### config.mk
export PLATFORM = sky130hd
export DESIGN_NAME = tks_chain
export DESIGN_NICKNAME = d
export VERILOG_FILES = /design/src/tks_pkg.sv /design/src/tks_cell.sv /design/src/tks_chain.sv
export SDC_FILE = /design/constraint.sdc
export NUM_CORES = 2
export LEC_CHECK = 0
export BUFFER_PORTS_ARGS = -buffer_cell sky130_fd_sc_hd__buf_2
export CAP_MARGIN = 10
export CORE_MARGIN = 5
export CORE_UTILIZATION = 45
export DETAILED_ROUTE_END_ITERATION = 6
export REMOVE_ABC_BUFFERS = 1
export SLEW_MARGIN = 30
export SYNTH_ARGS = -nofsm -noshare
export SYNTH_HDL_FRONTEND = slang
export SYNTH_SLANG_ARGS = --single-unit
export TNS_END_PERCENT = 100
### constraint.sdc
create_clock -name aclk -period 9.9 [get_ports aclk]
set_input_delay 0 -clock aclk [delete_from_list [all_inputs] [get_ports aclk]]
set_output_delay 0 -clock aclk [all_outputs]
set_load 0.005 [all_outputs]
### src/tks_pkg.sv
// Shared types, constants and codes for the tombstoned top-K selector.
package tks_pkg;

    parameter int SLOTS  = 4096;
    parameter int TOP_K  = 10;
    parameter int SLOT_W = $clog2(SLOTS);
    parameter int CNT_W  = $clog2(SLOTS + 1);
    parameter int FILL_W = $clog2(TOP_K + 1);
    parameter int DIST_W = 32;
    parameter int RANK_W = 4;

    parameter logic [DIST_W-1:0] DEAD_DISTANCE = 32'h7F7F_FFFD;

    localparam logic [2:0] ACT_PUSH   = 3'd0;
    localparam logic [2:0] ACT_BULK   = 3'd1;
    localparam logic [2:0] ACT_DELETE = 3'd2;
    localparam logic [2:0] ACT_UNDO   = 3'd3;
    localparam logic [2:0] ACT_SIZE   = 3'd4;
    localparam logic [2:0] ACT_DIST   = 3'd5;

    localparam logic [2:0] STAT_OK        = 3'd0;
    localparam logic [2:0] STAT_BAD_COUNT = 3'd1;
    localparam logic [2:0] STAT_RANGE     = 3'd2;
    localparam logic [2:0] STAT_DELETED   = 3'd3;
    localparam logic [2:0] STAT_EMPTY     = 3'd4;
    localparam logic [2:0] STAT_FULL      = 3'd5;
    localparam logic [2:0] STAT_NONE      = 3'd6;

    typedef enum logic [1:0] {
        ST_RUN,
        ST_FILL,
        ST_EMIT
    } state_t;

    typedef struct packed {
        logic [2:0]        action;
        logic [SLOT_W-1:0] slot_index;
        logic [CNT_W-1:0]  push_count;
        logic [DIST_W-1:0] distance;
        logic              final_item;
    } in_item_t;

    typedef struct packed {
        logic [2:0]        status;
        logic [CNT_W-1:0]  slot_number;
        logic [DIST_W-1:0] ranked_distance;
        logic [RANK_W-1:0] rank;
        logic              run_end;
    } out_item_t;

    typedef struct packed {
        logic              valid;
        logic [DIST_W-1:0] distance;
        logic [SLOT_W-1:0] slot;
    } entry_t;

    typedef struct packed {
        logic insert;
        logic shift;
        logic clear;
    } chain_ctl_t;

endpackage

### src/tks_cell.sv
// One cell of the sorted candidate chain, holding a single (distance, slot) entry.
module tks_cell
    import tks_pkg::*;
(
    input  logic              aclk,
    input  logic              aresetn,
    input  chain_ctl_t        ctl,
    input  logic [DIST_W-1:0] new_dist,
    input  logic [SLOT_W-1:0] new_slot,
    input  logic              left_keep,
    input  entry_t            left_entry,
    input  entry_t            right_entry,
    output entry_t            entry,
    output logic              keep
);

    logic              valid_reg, valid_next;
    logic [DIST_W-1:0] dist_reg, dist_next;
    logic [SLOT_W-1:0] slot_reg, slot_next;

    assign entry = '{valid: valid_reg, distance: dist_reg, slot: slot_reg};
    assign keep  = valid_reg &&
                   ((dist_reg < new_dist) || (dist_reg == new_dist && slot_reg <= new_slot));

    always_comb begin
        valid_next = valid_reg;
        dist_next  = dist_reg;
        slot_next  = slot_reg;
        if (ctl.clear) begin
            valid_next = 1'b0;
        end else if (ctl.shift) begin
            valid_next = right_entry.valid;
            dist_next  = right_entry.distance;
            slot_next  = right_entry.slot;
        end else if (ctl.insert && !keep) begin
            if (left_keep) begin
                valid_next = 1'b1;
                dist_next  = new_dist;
                slot_next  = new_slot;
            end else begin
                valid_next = left_entry.valid;
                dist_next  = left_entry.distance;
                slot_next  = left_entry.slot;
            end
        end
    end

    always_ff @(posedge aclk) begin
        if (!aresetn) begin
            valid_reg <= 1'b0;
        end else begin
            valid_reg <= valid_next;
        end
    end

    always_ff @(posedge aclk) begin
        dist_reg <= dist_next;
        slot_reg <= slot_next;
    end

endmodule

### src/tks_chain.sv
// Row of candidate cells that keeps the smallest entries in ascending order.
module tks_chain
    import tks_pkg::*;
(
    input  logic              aclk,
    input  logic              aresetn,
    input  chain_ctl_t        ctl,
    input  logic [DIST_W-1:0] new_dist,
    input  logic [SLOT_W-1:0] new_slot,
    output entry_t            head,
    output logic [FILL_W-1:0] fill_after
);

    entry_t            cell_q [TOP_K];
    logic              keep   [TOP_K];
    logic [FILL_W-1:0] filled_reg, filled_next;
    logic              grows;

    for (genvar i = 0; i < TOP_K; i++) begin : g_cell
        logic   left_keep;
        entry_t left_entry;
        entry_t right_entry;

        if (i == 0) begin : g_first
            assign left_keep  = 1'b1;
            assign left_entry = '0;
        end else begin : g_inner
            assign left_keep  = keep[i-1];
            assign left_entry = cell_q[i-1];
        end

        if (i == TOP_K - 1) begin : g_last
            assign right_entry = '0;
        end else begin : g_body
            assign right_entry = cell_q[i+1];
        end

        tks_cell u_cell (
            .aclk        (aclk),
            .aresetn     (aresetn),
            .ctl         (ctl),
            .new_dist    (new_dist),
            .new_slot    (new_slot),
            .left_keep   (left_keep),
            .left_entry  (left_entry),
            .right_entry (right_entry),
            .entry       (cell_q[i]),
            .keep        (keep[i])
        );
    end

    assign head       = cell_q[0];
    assign grows      = ctl.insert && !keep[TOP_K-1] && (filled_reg < FILL_W'(TOP_K));
    assign fill_after = filled_reg + FILL_W'(grows);

    always_comb begin
        filled_next = filled_reg;
        if (ctl.clear) begin
            filled_next = '0;
        end else if (ctl.shift) begin
            if (filled_reg != '0) begin
                filled_next = filled_reg - FILL_W'(1);
            end
        end else if (ctl.insert) begin
            filled_next = fill_after;
        end
    end

    always_ff @(posedge aclk) begin
        if (!aresetn) begin
            filled_reg <= '0;
        end else begin
            filled_reg <= filled_next;
        end
    end

endmodule

== Word-level counts from Yosys, hierarchy flattened ==
Index checks and enable logic that the tools add are counted.

* Bits in registers: 454
* Latch bits: 0
* RAM bits: 0
* ROM bits: 0
* Bits of input ports: 49
* Output and inout port bits: 49
* Word-level logic and storage cells: 229
* Memories: 0

* $add $sub $neg: 2
* Multipliers: 0
* Div/mod/pow operators: 0
* $lt $le $gt $ge: 21
* Equality and inequality tests: 11
* Shifts and indexed selects: 0
* Muxes and demuxes: 86
* Bitwise gates (word level): 2
* Reductions and logical operators: 76

{| class="wikitable"
|+ Operators by type and width
! kind !! number
|-
| two-way mux 32 bit || 28
|-
| two-way mux 12 bit || 28
|-
| equality test 32 bit || 10
|-
| < comparator 32 bit || 10
|-
| less-or-equal comparator 12 bit || 10
|-
| logical AND 1 bit || 31
|-
| two-way mux 1 bit || 27
|-
| AND reduction 2 bit || 11
|-
| nonzero test 2 bit || 11
|-
| two-way mux 4 bit || 3
|-
| zero test 1 bit || 10
|-
| logical OR 1 bit || 10
|-
| adder 4 x 1 -> 4 bit || 1
|-
| < comparator 4 bit (second input constant) || 1
|-
| nonzero test 4 bit || 1
|-
| subtractor 4 x 1 -> 4 bit (second input constant) || 1
|-
| OR reduction 3 bit || 1
|-
| inequality test 2 x 1 -> 1 bit (second input constant) || 1
|-
| NOT 1 bit || 2
|-
| OR reduction 2 bit || 1
|}

== Logic depth before layout (Yosys ltp) ==
* Word-level depth: 10
* Depth in mapped cells: 15
* Mapped depth without buffers: 15

== Hierarchy ==
A second synthesis with hierarchy kept.

* Cell total of the unflattened synthesis: 3632
* Area, all modules: 34888.5 um^2

{| class="wikitable"
|+ Modules (own cells, without submodules)
! module !! times used !! cells each !! area each (um^2) !! seq. area each (um^2)
|-
| tks_cell || 10 || 359 || 3453.3 || 1341.3
|-
| tks_chain || 1 || 42 || 355.3 || 80.1
|}

== Worst setup path after synthesis ==
No wires, ideal clock.

* Kind: reg-to-reg
* Start: reg g_cell[8].u_cell.dist_reg[31]
* End: reg g_cell[8].u_cell.dist_reg[0], enable pin
* Setup time: 0.513 ns
* Data arrival time: 5.093 ns
* Data required time: 9.387 ns
* Path slack: 4.294 ns
* Stages on the path, launching flop included: 9
* Path buffers: 1
* Clock period less this slack: 5.606 ns
* Cells stage by stage: edfxtp_1 -> ha_1 -> and4_1 -> nand4_1 -> nor4_1 -> o31a_1 -> o32ai_2 -> buf_2 -> a21boi_0

* Longest elaborated chain between the ends: 8
* Elaborated cells on any way between the ends: 9
* Classes of those cells: order compare (1); eq/ne (1); reduce/logical (7)

{| class="wikitable"
|+ RTL lines
! what !! line !! text
|-
| start, declared || tks_cell.sv:18 || <nowiki>logic [DIST_W-1:0] dist_reg, dist_next;</nowiki>
|-
| start signal, assigned || tks_cell.sv:57 || <nowiki>dist_reg <= dist_next;</nowiki>
|-
| parallel branches: the longest is 2 deep, another holds < comparator 32 bit || - ||
|-
| logical OR 1 bit * || tks_cell.sv:23 || <nowiki>((dist_reg < new_dist) || (dist_reg == new_dist && slot_reg <= new_slot));</nowiki>
|-
| logical AND 1 bit * || tks_cell.sv:22 || <nowiki>assign keep = valid_reg &&</nowiki>
|-
| zero test 1 bit * || tks_cell.sv:35 || <nowiki>end else if (ctl.insert && !keep) begin</nowiki>
|-
| logical AND 1 bit * || tks_cell.sv:35 ||
|-
| nonzero test 2 bit (no line) * || - ||
|-
| AND reduction 2 bit (no line) * || - ||
|}

Mark *: on every way between the ends.
A chain may end at the register's enable or synchronous reset.

== Final worst setup path ==
* Start: reg g_cell[9].u_cell.dist_reg[17]
* End: out fill_after[2]

* Longest elaborated chain between the ends: 8
* Elaborated cells on any way between the ends: 9
* Classes of those cells: add/sub (1); order compare (1); eq/ne (1); reduce/logical (6)

{| class="wikitable"
|+ RTL lines
! what !! line !! text
|-
| start, declared || tks_cell.sv:18 ||
|-
| start signal, assigned || tks_cell.sv:57 ||
|-
| parallel branches: the longest is 2 deep, another holds < comparator 32 bit || - ||
|-
| logical OR 1 bit * || tks_cell.sv:23 ||
|-
| logical AND 1 bit * || tks_cell.sv:22 ||
|-
| zero test 1 bit * || tks_chain.sv:53 || <nowiki>assign grows = ctl.insert && !keep[TOP_K-1] && (filled_reg < FILL_W'(TOP_K));</nowiki>
|-
| logical AND 1 bit * (2 in a row) || tks_chain.sv:53 ||
|-
| adder 4 x 1 -> 4 bit * || tks_chain.sv:54 || <nowiki>assign fill_after = filled_reg + FILL_W'(grows);</nowiki>
|-
| end, declared || tks_chain.sv:11 || <nowiki>output logic [FILL_W-1:0] fill_after</nowiki>
|}

Marked as above.

==> summary.md <==
| Metric | Value |
|---|---|
| Core area | `about 0.076 mm^2` |
| IO Pins | `98` |
| WL/cell | `26.4 um` |
| GR Overflow Total | `0` |
| Initial Util | `between 40% and 50%` |
| Cell mode on critical path | `ha_1` |
| Syn Inst Count | `3096` |
| Vias in the first global route | `roughly 26000` |
| Area leader, netlist | `edfxtp_1` |
| CTS max path bufs | `3` |
| Tot Pwr | `about 5.7 mW` |
| Slew HR | `between 20% and 30%` |
| Reg clk slew, reported paths | `around 0.060 ns` |
| Clk sink count | `454` |
| Yosys Warn Count | `0` |
| CTS tree | `built` |
| Seq/Total Area, Yosys | `approximately two fifths` |
| Cell Area, Synth | `roughly 0.034 mm^2` |
| Period minus WS final | `roughly 4.4 ns` |
| Layout cells sized above 1 | `7.32%` |
| Worst Tran Pin Value | `about 1.1 ns` |
| H-tree depth | `2` |
| Post-synth ARST share | `0%` |
| Final HPWL DP | `77800 um` |
| Hold Path Class | `in2reg` |
| Syn_area_per_cell | `about 11 um^2` |
| Post-route ant nets | `0` |
| RSZ-0062 raised after global routing | `no` |
| Cell row count | `101` |
| Met2 Resource Use GR | `a little over two fifths` |
| Clk root buf | `clkbuf_16` |
| Max_cap viols | `0` |
| First-pass GRT wire length | `between 150000 and 200000 um` |
| Placer Congestion | `0.959` |
| Synth Flop Type | `edfxtp_1` |
| Crit end category | `output port` |
| Pwr/cell area | `roughly 150 mW/mm^2` |
| Most common cell after layout, fill and taps aside | `mux2i_1` |
| Most frequent cells in the layout | `747 x mux2i_1, 513 x a21oi_1, 444 x ha_1, 440 x edfxtp_1, 138 x nor2_1` |
| Netlist cell types | `49` |
| Max-slew violation count | `0` |
| Die area | `about 0.082 mm^2` |
| Synthesis-stage register bit count | `around 450` |
| Largest register FFs | `320` |
| Clk_skew | `slightly above 0.02 ns` |
| GR met3 Demand/Resource | `3.42%` |
| Crit-path max FO | `3` |
| Cell Chain, Critical Path | `ha_1 > nand4_1 > nor4_1 > o211ai_1 > o211ai_1 > o22ai_1 > a21oi_1 > ha_1 > ha_1 > xor2_1 > buf_2` |
| Critical path data arrival time | `between 4 and 5 ns` |
| Chip Height | `about 290 um` |
| Outcome | `complete, no violations` |
| Crit path max-delay cell type | `nor4_1` |
| Total Neg Setup Slack | `0 ns` |
| Leakage | `~18 nW` |
| Skew-Pair Late Insertion Delay | `0.62 ns` |
| PortBufs | `between 90 and 100` |
| Post-CTS Setup Bufs | `0` |
| Total Nets Final | `3684` |
| Initial DRT Pass Iterations | `7` |
| Cts bufs inserted | `56` |
| Number of synthesized flops with an enable pin | `440` |
| Total GRT Usage | `a little over a quarter` |
| DRC viols | `0` |
| # setup viols final | `0` |
| Buf/Inv on CP | `1` |
| DR iter-0 viols | `2686` |
| Antenna violations before repair | `2` |
| Fmax | `225 MHz` |
| GRT Max-Usage Layer | `met2` |
| Slowest cell delay on critical path | `0.75 ns` |
| Chip width | `around 290 um` |
| Share of the synthesized area in the top cell type | `about two fifths` |
| Post-DR vias/cell | `approximately 6.3` |
| Pin count of the biggest net entering global routing | `around 150` |
| CP Class | `reg2out` |
| Tcrit/Tclk final | `44.8%` |
| Worst IR drop on VDD | `143 uV` |
| CP delay by family, top | `compound AO/OA/AOI/OAI gates` |
| Vias | `around 27000` |
| Setup crit start kind | `register` |
| Data required, critical path | `a little under 10 ns` |
| Total Routed Length | `~110000 um` |
| Synth top area cells | `edfxtp_1 39%, mux2i_1 22%, ha_1 16%` |
| Final hold violations | `0` |
| Area Overhead vs Synth | `11.0%` |
| Met1 Resource Use GR | `approximately 37%` |
-- synth_stat cells (19+ instances only) --
cell,number
edfxtp_1,440
nor2_1,138
nand3_1,35
nor2b_1,41
buf_4,25
a31oi_1,19
a21oi_1,513
nand2_1,69
o211ai_1,20
o21ai_0,63
nor3_1,27
ha_1,444
a211oi_1,26
a21o_1,60
nand4_1,88
clkbuf_1,94
mux2i_1,747
inv_1,75
-- logic make-up after synthesis --
kind of cell	after synthesis	share of synthesized area, %
buffers and inverters	223	3.09
flip-flops	454	39.4
multiplexers	747	21.8
XOR/XNOR	2	0.0511
AO/OA/AOI/OAI	765	12.7
AND/OR/NAND/NOR	461	6.77
adder cells (fa/ha/maj)	444	16.2
-- layer usage --
layer  part of all wire, %  vias up
met5                 0.011        -
met4                   3.0        2
met3                   6.0      156
met2                    46      854
met1                    45    13211
li1                      -    12306
-- through the flow --
step	instances	cell area (um^2)	hold WS (ns)	worst slack, ns	utilization, %
floorplan	2949	33500	0.166	1.99	-
global placement	4059	35700	0.334	5.14	47.1
detailed placement	4061	35700	0.342	5.15	47.2
CTS	4212	37900	0.178	5.14	50.1
global route	4214	38000	0.208	5.28	50.2
finish	4216	38000	0.203	5.46	50.2
-- final cells by class --
| type | instances | area [um^2] |
|---|---|---|
| clock inverters | 27 | 218 |
| fillers | 6744 | 37700 |
| clock buffers | 76 | 1500 |
| repair buffers | 184 | 1380 |
| flip-flops and latches | 454 | 13500 |
| well taps | 978 | 1220 |
| multi-input cells | 2419 | 19900 |
| diodes | 2 | 5.00 |
| inverters | 76 | 285 |
-- power by group --
part           leakage [nW]  switching, mW  internal [mW]
combinational          12.4          0.720          0.477
sequential             4.35          0.184           2.33
clock                 0.824          0.852           1.13
total                  17.6           1.76           3.94
-- worst paths after layout --
path,slack [ns],depth (start not counted),endpoint,startpoint
setup / recovery,5.46,11,fill_after[2],g_cell[9].u_cell.dist_reg[17]$_SDFFCE_PP0P_
hold / removal,0.20,4,g_cell[9].u_cell.slot_reg[0]$_SDFFCE_PP0P_,new_slot[0]
setup reg to reg,5.48,8,g_cell[8].u_cell.slot_reg[4]$_DFFE_PP_,g_cell[8].u_cell.dist_reg[31]$_DFFE_PP_
hold reg to reg,0.58,2,filled_reg[1]$_SDFFE_PP0P_,filled_reg[1]$_SDFFE_PP0P_
-- tightest hold or removal path, delay by kind of cell --
kind / cells / cell delay [ns]
buffers and inverters: 1 / 0.19
and+or+nand+nor: 2 / 0.39
AOI/OAI and AO/OA: 1 / 0.06
-- repair_timing --
action	4_1_cts	5_1_grt
resized for setup	0	0
hold endpoints to repair	69	0
hold buffers	48	0
No activity file was read; power rests on OpenSTA's default activity.
